[config.mk]
export PLATFORM = sky130hd
export DESIGN_NAME = bit_extract_deposit
export DESIGN_NICKNAME = d
export VERILOG_FILES = /design/src/sv/bed_pkg.sv /design/src/sv/bed_gen.sv /design/src/sv/bed_dep.sv /design/src/sv/bit_extract_deposit.sv
export SDC_FILE = /design/constraint.sdc
export NUM_CORES = 2
export LEC_CHECK = 0
export BUFFER_PORTS_ARGS = -buffer_cell sky130_fd_sc_hd__buf_2
export CELL_PAD_IN_SITES_DETAIL_PLACEMENT = 0
export CELL_PAD_IN_SITES_GLOBAL_PLACEMENT = 1
export CORE_ASPECT_RATIO = 1.5
export CORE_MARGIN = 2
export CORE_UTILIZATION = 50
export DETAILED_ROUTE_END_ITERATION = 16
export PLACE_DENSITY = 0.84
export SETUP_SLACK_MARGIN = 0.02
export SLEW_MARGIN = 40
export SYNTH_ARGS = -nofsm -noshare
export SYNTH_HDL_FRONTEND = slang
export SYNTH_SLANG_ARGS = --single-unit
[constraint.sdc]
create_clock -name clk_i -period 14.3 [get_ports clk_i]
set_clock_uncertainty 0.05 [all_clocks]
set_input_delay 0 -clock clk_i [delete_from_list [all_inputs] [get_ports clk_i]]
set_output_delay 0 -clock clk_i [all_outputs]
set_load 0.1 [all_outputs]
[src/sv/bed_pkg.sv]
// Shared types, sizes and helper functions for the bit extract/deposit block.
`timescale 1ns / 1ps

package bed_pkg;

  // Width of the working word inside the network
  localparam int unsigned WORD_WIDTH = 32;
  // One network stage for each power-of-two shift below WORD_WIDTH
  localparam int unsigned STAGES     = $clog2(WORD_WIDTH);
  // Fixed width of the data ports
  localparam int unsigned PORT_WIDTH = 32;

  typedef logic [WORD_WIDTH-1:0] word_t;

  typedef enum logic {
    OP_EXTRACT = 1'b0,
    OP_DEPOSIT = 1'b1
  } op_e;

  // Transaction handed from the move generator to the deposit stages
  typedef struct packed {
    op_e                    op;
    word_t                  x;
    word_t                  mask;
    word_t [STAGES-1:0]     moves;
  } item_t;

  // Prefix XOR: bit n becomes the parity of bits 0..n
  function automatic word_t prefix_parity(word_t v);
    word_t r;
    r = v;
    for (int unsigned k = 1; k < WORD_WIDTH; k = k * 2) begin
      r = r ^ (r << k);
    end
    return r;
  endfunction

endpackage

[src/sv/bed_gen.sv]
// Move-mask generator pipeline; also applies the compress shifts for extract.
`timescale 1ns / 1ps

module bed_gen (
  input  logic           clk_i,
  input  logic           rst_ni,
  input  logic           in_valid_i,
  output logic           in_ready_o,
  input  logic           operation_i,
  input  bed_pkg::word_t src_i,
  input  bed_pkg::word_t mask_i,
  output logic           out_valid_o,
  input  logic           out_ready_i,
  output bed_pkg::item_t out_item_o
);
  import bed_pkg::*;

  typedef struct packed {
    op_e                op;
    word_t              x;
    word_t              m;
    word_t              zeros;
    word_t              mask;
    word_t [STAGES-1:0] moves;
  } gen_t;

  gen_t               st_q [STAGES];
  gen_t               st_d [STAGES];
  gen_t               st_in [STAGES];
  logic [STAGES-1:0]  valid_q;
  logic [STAGES-1:0]  valid_in;
  logic [STAGES:0]    en;
  word_t              par [STAGES];
  word_t              mv [STAGES];
  word_t              tk [STAGES];
  gen_t               first;

  // Entry: zeros to the right of each position, extract pre-masks the source
  always_comb begin
    first       = '0;
    first.op    = op_e'(operation_i);
    first.mask  = mask_i;
    first.m     = mask_i;
    first.zeros = (~mask_i) << 1;
    first.x     = (op_e'(operation_i) == OP_DEPOSIT) ? src_i : (src_i & mask_i);
  end

  assign en[STAGES] = out_ready_i;

  for (genvar g = 0; g < STAGES; g++) begin : g_stage
    localparam int unsigned SH = 1 << g;

    // Stage may load when empty or when the next one moves on
    assign en[g] = !valid_q[g] || en[g+1];

    if (g == 0) begin : g_first
      assign st_in[g]    = first;
      assign valid_in[g] = in_valid_i;
    end else begin : g_rest
      assign st_in[g]    = st_q[g-1];
      assign valid_in[g] = valid_q[g-1];
    end

    // One move mask per stage; compress shift applied right away
    always_comb begin
      par[g]            = prefix_parity(st_in[g].zeros);
      mv[g]             = par[g] & st_in[g].m;
      tk[g]             = st_in[g].x & mv[g];
      st_d[g]           = st_in[g];
      st_d[g].m         = (st_in[g].m ^ mv[g]) | (mv[g] >> SH);
      st_d[g].zeros     = st_in[g].zeros & ~par[g];
      st_d[g].moves[g]  = mv[g];
      if (st_in[g].op == OP_EXTRACT) begin
        st_d[g].x = (st_in[g].x ^ tk[g]) | (tk[g] >> SH);
      end
    end

    always_ff @(posedge clk_i or negedge rst_ni) begin
      if (!rst_ni) begin
        valid_q[g] <= 1'b0;
      end else if (en[g]) begin
        valid_q[g] <= valid_in[g];
      end
    end

    always_ff @(posedge clk_i) begin
      if (en[g] && valid_in[g]) begin
        st_q[g] <= st_d[g];
      end
    end
  end

  assign in_ready_o       = en[0];
  assign out_valid_o      = valid_q[STAGES-1];
  assign out_item_o.op    = st_q[STAGES-1].op;
  assign out_item_o.x     = st_q[STAGES-1].x;
  assign out_item_o.mask  = st_q[STAGES-1].mask;
  assign out_item_o.moves = st_q[STAGES-1].moves;

  // Moving bits never changes how many are selected
  a_count_kept: assert property (@(posedge clk_i) disable iff (!rst_ni)
    valid_q[STAGES-1] |->
      $countones(st_q[STAGES-1].m) == $countones(st_q[STAGES-1].mask))
    else $error("selected bit count changed in move network");

  // Compressed value lies entirely inside the packed mask
  a_compress_packed: assert property (@(posedge clk_i) disable iff (!rst_ni)
    (valid_q[STAGES-1] && st_q[STAGES-1].op == OP_EXTRACT) |->
      (st_q[STAGES-1].x & ~st_q[STAGES-1].m) == '0)
    else $error("extract result has bits outside the packed field");

  // Back-pressure only when every stage holds a transaction
  a_stall_full: assert property (@(posedge clk_i) disable iff (!rst_ni)
    !in_ready_o |-> (&valid_q))
    else $error("input stalled with an empty stage");

endmodule

[src/sv/bed_dep.sv]
// Deposit pipeline: applies the move masks in reverse order and drives the result.
`timescale 1ns / 1ps

module bed_dep (
  input  logic           clk_i,
  input  logic           rst_ni,
  input  logic           in_valid_i,
  output logic           in_ready_o,
  input  bed_pkg::item_t in_item_i,
  output logic           out_valid_o,
  input  logic           out_ready_i,
  output bed_pkg::word_t result_o
);
  import bed_pkg::*;

  item_t              st_q [STAGES];
  item_t              st_d [STAGES];
  item_t              st_in [STAGES];
  logic [STAGES-1:0]  valid_q;
  logic [STAGES-1:0]  valid_in;
  logic [STAGES:0]    en;

  assign en[STAGES] = out_ready_i;

  for (genvar g = 0; g < STAGES; g++) begin : g_stage
    localparam int unsigned IDX = STAGES - 1 - g;
    localparam int unsigned SH  = 1 << IDX;

    assign en[g] = !valid_q[g] || en[g+1];

    if (g == 0) begin : g_first
      assign st_in[g]    = in_item_i;
      assign valid_in[g] = in_valid_i;
    end else begin : g_rest
      assign st_in[g]    = st_q[g-1];
      assign valid_in[g] = valid_q[g-1];
    end

    // Expand step; the last stage also clears bits outside the mask
    always_comb begin
      st_d[g] = st_in[g];
      if (st_in[g].op == OP_DEPOSIT) begin
        st_d[g].x = (st_in[g].x & ~st_in[g].moves[IDX]) |
                    ((st_in[g].x << SH) & st_in[g].moves[IDX]);
        if (g == STAGES - 1) begin
          st_d[g].x = st_d[g].x & st_in[g].mask;
        end
      end
    end

    always_ff @(posedge clk_i or negedge rst_ni) begin
      if (!rst_ni) begin
        valid_q[g] <= 1'b0;
      end else if (en[g]) begin
        valid_q[g] <= valid_in[g];
      end
    end

    always_ff @(posedge clk_i) begin
      if (en[g] && valid_in[g]) begin
        st_q[g] <= st_d[g];
      end
    end
  end

  assign in_ready_o  = en[0];
  assign out_valid_o = valid_q[STAGES-1];
  assign result_o    = st_q[STAGES-1].x;

  // A held result keeps its value until taken
  a_out_hold: assert property (@(posedge clk_i) disable iff (!rst_ni)
    (out_valid_o && !out_ready_i) |=> (out_valid_o && $stable(result_o)))
    else $error("pending result lost or changed");

  // Deposit output never sets a bit outside the mask
  a_dep_inside: assert property (@(posedge clk_i) disable iff (!rst_ni)
    (valid_q[STAGES-1] && st_q[STAGES-1].op == OP_DEPOSIT) |->
      (st_q[STAGES-1].x & ~st_q[STAGES-1].mask) == '0)
    else $error("deposit result has bits outside the mask");

endmodule

[src/sv/bit_extract_deposit.sv]
// Top level of the parallel bit extract/deposit unit.
//
//   channel   direction   handshake               payload
//   input     in          in_valid_i/in_stall_o    operation_i, source_word_i, select_mask_i
//   output    out         out_valid_o/out_stall_i  result_word_o
//
// One transaction per cycle sustained while out_stall_i is low; the path runs through
// five move-mask stages (one prefix-XOR tree each) then five deposit stages.
// Every stage register holds its transaction until the next stage frees up, so
// bubbles close up and a stalled output does not block stages that are empty.
// in_stall_o rises only when all stages are full and the output is stalled.
// Reset clears all valid bits asynchronously; no clearing pass is needed.
`timescale 1ns / 1ps

module bit_extract_deposit (
  input  logic                           clk_i,
  input  logic                           rst_ni,
  input  logic                           in_valid_i,
  output logic                           in_stall_o,
  input  logic                           operation_i,
  input  logic [bed_pkg::PORT_WIDTH-1:0] source_word_i,
  input  logic [bed_pkg::PORT_WIDTH-1:0] select_mask_i,
  output logic                           out_valid_o,
  input  logic                           out_stall_i,
  output logic [bed_pkg::PORT_WIDTH-1:0] result_word_o
);
  import bed_pkg::*;

  logic  gen_ready;
  logic  mid_valid;
  logic  mid_ready;
  item_t mid_item;
  word_t result;
  word_t src_w;
  word_t mask_w;

  // Fit port words to the network width
  assign src_w  = WORD_WIDTH'(source_word_i);
  assign mask_w = WORD_WIDTH'(select_mask_i);

  bed_gen u_gen (
    .clk_i       (clk_i),
    .rst_ni      (rst_ni),
    .in_valid_i  (in_valid_i),
    .in_ready_o  (gen_ready),
    .operation_i (operation_i),
    .src_i       (src_w),
    .mask_i      (mask_w),
    .out_valid_o (mid_valid),
    .out_ready_i (mid_ready),
    .out_item_o  (mid_item)
  );

  bed_dep u_dep (
    .clk_i       (clk_i),
    .rst_ni      (rst_ni),
    .in_valid_i  (mid_valid),
    .in_ready_o  (mid_ready),
    .in_item_i   (mid_item),
    .out_valid_o (out_valid_o),
    .out_ready_i (!out_stall_i),
    .result_o    (result)
  );

  assign in_stall_o    = !gen_ready;
  assign result_word_o = PORT_WIDTH'(result);

endmodule

==> impl_metrics.env <==
export IMPL_grt_usage_pct=21.2
export IMPL_worstPathCellList="and4_1 > and3_1 > and3_1 > nand2_1 > and2_4 > buf_4 > buf_12 > buf_6"
export IMPL_worst_pin_slew_ps=803
export IMPL_relSlewSlack_pct=46.5
export IMPL_seq_area_frac_synth_pct=79.5
export IMPL_ys_warn_count=0
export IMPL_hpwl_um=89300
export IMPL_final_antenna_net_count=0
export IMPL_timing_hold_ws_ps=42.6
export IMPL_cp_top_family="simple AND/OR/NAND/NOR gates"
export IMPL_nNetsFinal=3776
export IMPL_ff2ff_setup_slack_ps=10320
export IMPL_ys_ff_latch=1600
export IMPL_first_pass_iters=7
export IMPL_cts_root_buf="clkbuf_16"
export IMPL_die_area_um2=124000
export IMPL_slew_viol_final=0
export IMPL_clock_sinks=1600
export IMPL_required_ps=14610
export IMPL_synthCells=3373
export IMPL_hold_buffers=124
export IMPL_rows=156
export IMPL_cts_buffer_depth=3
export IMPL_async_flop_share_pct=0.625
export IMPL_max_stage_delay_ps=650
export IMPL_hold_path_class="in -> reg"
export IMPL_antenna_found_initial=6
export IMPL_hold_viol=0
export IMPL_status="finished clean"
export IMPL_cts_resized=0
export IMPL_fmax_ghz=0.251
export IMPL_crit_path_end_kind="flop"
export IMPL_vias=28700
export IMPL_start_kind="flop"
export IMPL_numCtsBuffers=134
export IMPL_cp_slowest_cell="and2_4"
export IMPL_die_x_um=288
export IMPL_fin_crit_ps=3980
export IMPL_globalplace_congestion=0.925
export IMPL_syn_num_nets=3447
export IMPL_port_buffers=102
export IMPL_start_util_pct=50.2
export IMPL_fill_cells=8738
export IMPL_htree_levels=4
export IMPL_crit_type="reg -> reg"
export IMPL_cts_tree="built"
export IMPL_finalSetupTns_ps=0
export IMPL_worstSkewPairLatency_ps=770
export IMPL_setup_violations_final=0
export IMPL_routed_wl_um=129000
export IMPL_grt_max_degree=170
export IMPL_cp_common_cell="and3_1"
export IMPL_drcViolationCount=0
export IMPL_synth_cell_types=63
export IMPL_post_cts_setup_buffers=0
export IMPL_area_growth_pct=13.4
export IMPL_viasPerCell=5.33
export IMPL_multi_input_area_um2=11200
export IMPL_grt_pass1_vias=28500
export IMPL_path_buf_inv=3
export IMPL_grt_overflow=0
export IMPL_io_pins=103
export IMPL_drv_cap=0
export IMPL_first_iter_violations=2783
export IMPL_rsz0062_at_grt="false"
export IMPL_grt_pass1_wl_um=188000
export IMPL_path_clk_slew_ps=70
export IMPL_regArea_um2=48000
export IMPL_avgSynthCellArea_um2=17.9
export IMPL_synth_edf_count=1590
export IMPL_finalCritPeriodShare_pct=27.8
export IMPL_critPathMaxFanout=75
export IMPL_synth_area_um2=60400
export IMPL_arrival_ps=4290
export IMPL_drive_gt1_share_pct=12.6
export IMPL_die_y_um=430
export IMPL_fp_coreArea_um2=120000
export IMPL_fin_util_pct=57.0
export IMPL_ys_flop_type="edfxtp_1"
export IMPL_wl_per_cell_um=24.0
[logic make-up (layout without fill, tap and decap cells)]
| kind of cell | count (synthesis) | after routing | share of synthesized area [%] |
|---|---|---|---|
| muxes | 101 | 101 | 1.88 |
| buffers and inverters | 320 | 748 | 2.03 |
| adders and majority gates | 5 | 5 | 0.104 |
| AOI/OAI and AO/OA | 335 | 335 | 3.83 |
| xor gates and xnor gates | 346 | 346 | 7.44 |
| and+or+nand+nor | 666 | 666 | 5.26 |
| other | 0 | 1 | 0 |
| DFF | 1600 | 1600 | 79.5 |
[Yosys cell counts (all sizes together), types with 18 or more instances]
master     n  area, µm²
a21boi    31        233
a32o      42        420
and2     112        703
clkbuf    50        188
edfxtp  1590      47700
inv      253        950
mux2      98       1100
nand2    333       1250
nand2b    19        119
nand3     33        165
nand4     39        244
nor2      51        191
nor2b     46        288
o21ai    130        651
o31ai     18        135
xnor2    169       1550
xnor3     73       1650
xor2      81        739
xor3      23        552
[cell type report]
| type | instances | share of cell area (%) |
|---|---|---|
| Antenna cell | 1 | 0.00365 |
| Multi-Input combinational cell | 1453 | 16.4 |
| Sequential cell | 1600 | 70.0 |
| Clock inverter | 70 | 1.01 |
| Clock buffer | 165 | 5.12 |
| Tap cell | 1580 | 2.88 |
| Inverter | 255 | 1.40 |
| Timing Repair Buffer | 258 | 3.13 |
[through the flow]
step / cells / setup slack, ps / cell area, µm²
5_1_grt: 5382 / 10110 / 68500
6_report: 5382 / 10320 / 68500
3_3_place_gp: 5012 / 10170 / 62900
2_1_floorplan: 3373 / 3670 / 60400
4_1_cts: 5378 / 10140 / 68400
3_5_place_dp: 5019 / 10300 / 63000
[state kept, by name, indices dropped and copies added (netlist names)]
signal / cells
u_gen.out_valid_o: 1
u_dep.out_valid_o: 1
u_gen.st_q: 998
u_dep.st_q: 592
u_dep.valid_in: 4
u_gen.valid_in: 4
[worst reg2reg max path, cell delays in order (launching register included)]
cell	delay, ps
dfrtp_1	480
and4_1	260
and3_1	290
and3_1	250
nand2_1	90
and2_4	650
buf_4	540
buf_12	320
buf_6	580
[layout by cell type (no fill, tap or decap), types with 10 or more instances in the layout]
cell type | netlist | final
a21o_1 | 14 | 14
o21bai_1 | 14 | 14
o32ai_1 | 13 | 13
nand3_1 | 33 | 33
a21boi_0 | 28 | 27
mux2_2 | 98 | 98
a21oi_1 | 15 | 15
clkbuf_1 | 50 | 29
a31o_2 | 13 | 13
o21ai_0 | 121 | 121
edfxtp_1 | 1590 | 1590
dfrtp_1 | 10 | 10
buf_4 | 2 | 10
dlygate4sd3_1 | 0 | 124
clkinv_1 | 2 | 25
clkinv_2 | 0 | 18
nor2b_1 | 46 | 43
xor2_1 | 77 | 76
buf_6 | 1 | 15
nand2_1 | 333 | 333
a32o_1 | 42 | 42
xor3_1 | 19 | 19
nand4_1 | 39 | 39
inv_1 | 252 | 249
xnor2_1 | 161 | 161
buf_2 | 10 | 102
o31ai_1 | 18 | 17
xnor3_1 | 66 | 66
nor2_1 | 51 | 51
clkbuf_16 | 0 | 136
and2_1 | 111 | 105
nand2b_1 | 19 | 19
[worst paths after layout]
| path | start | depth (start not counted) | to |
|---|---|---|---|
| worst max-delay path | u_dep.out_valid_o | 8 | u_gen.st_q[2][285] |
| worst min-delay path | select_mask_i[29] | 2 | u_gen.st_q[0][189] |
| worst max register to register | u_dep.out_valid_o | 8 | u_gen.st_q[2][285] |
| worst min register to register | u_dep.st_q[1][59] | 0 | u_dep.st_q[2][59] |
| max in group asynchronous | rst_ni | 3 | u_gen.valid_in[3] |
| min in group asynchronous | rst_ni | 3 | u_gen.out_valid_o |
[layer usage]
metal  share of wire [%]  track usage [%]
met1                  36             24.8
met2                  52             36.6
met3                 4.9             3.14
met4                 6.8             12.9
met5               0.024                0
Power is not shown: default switching activity piles up to over one toggle a cycle in this logic, so the estimate is an artifact.
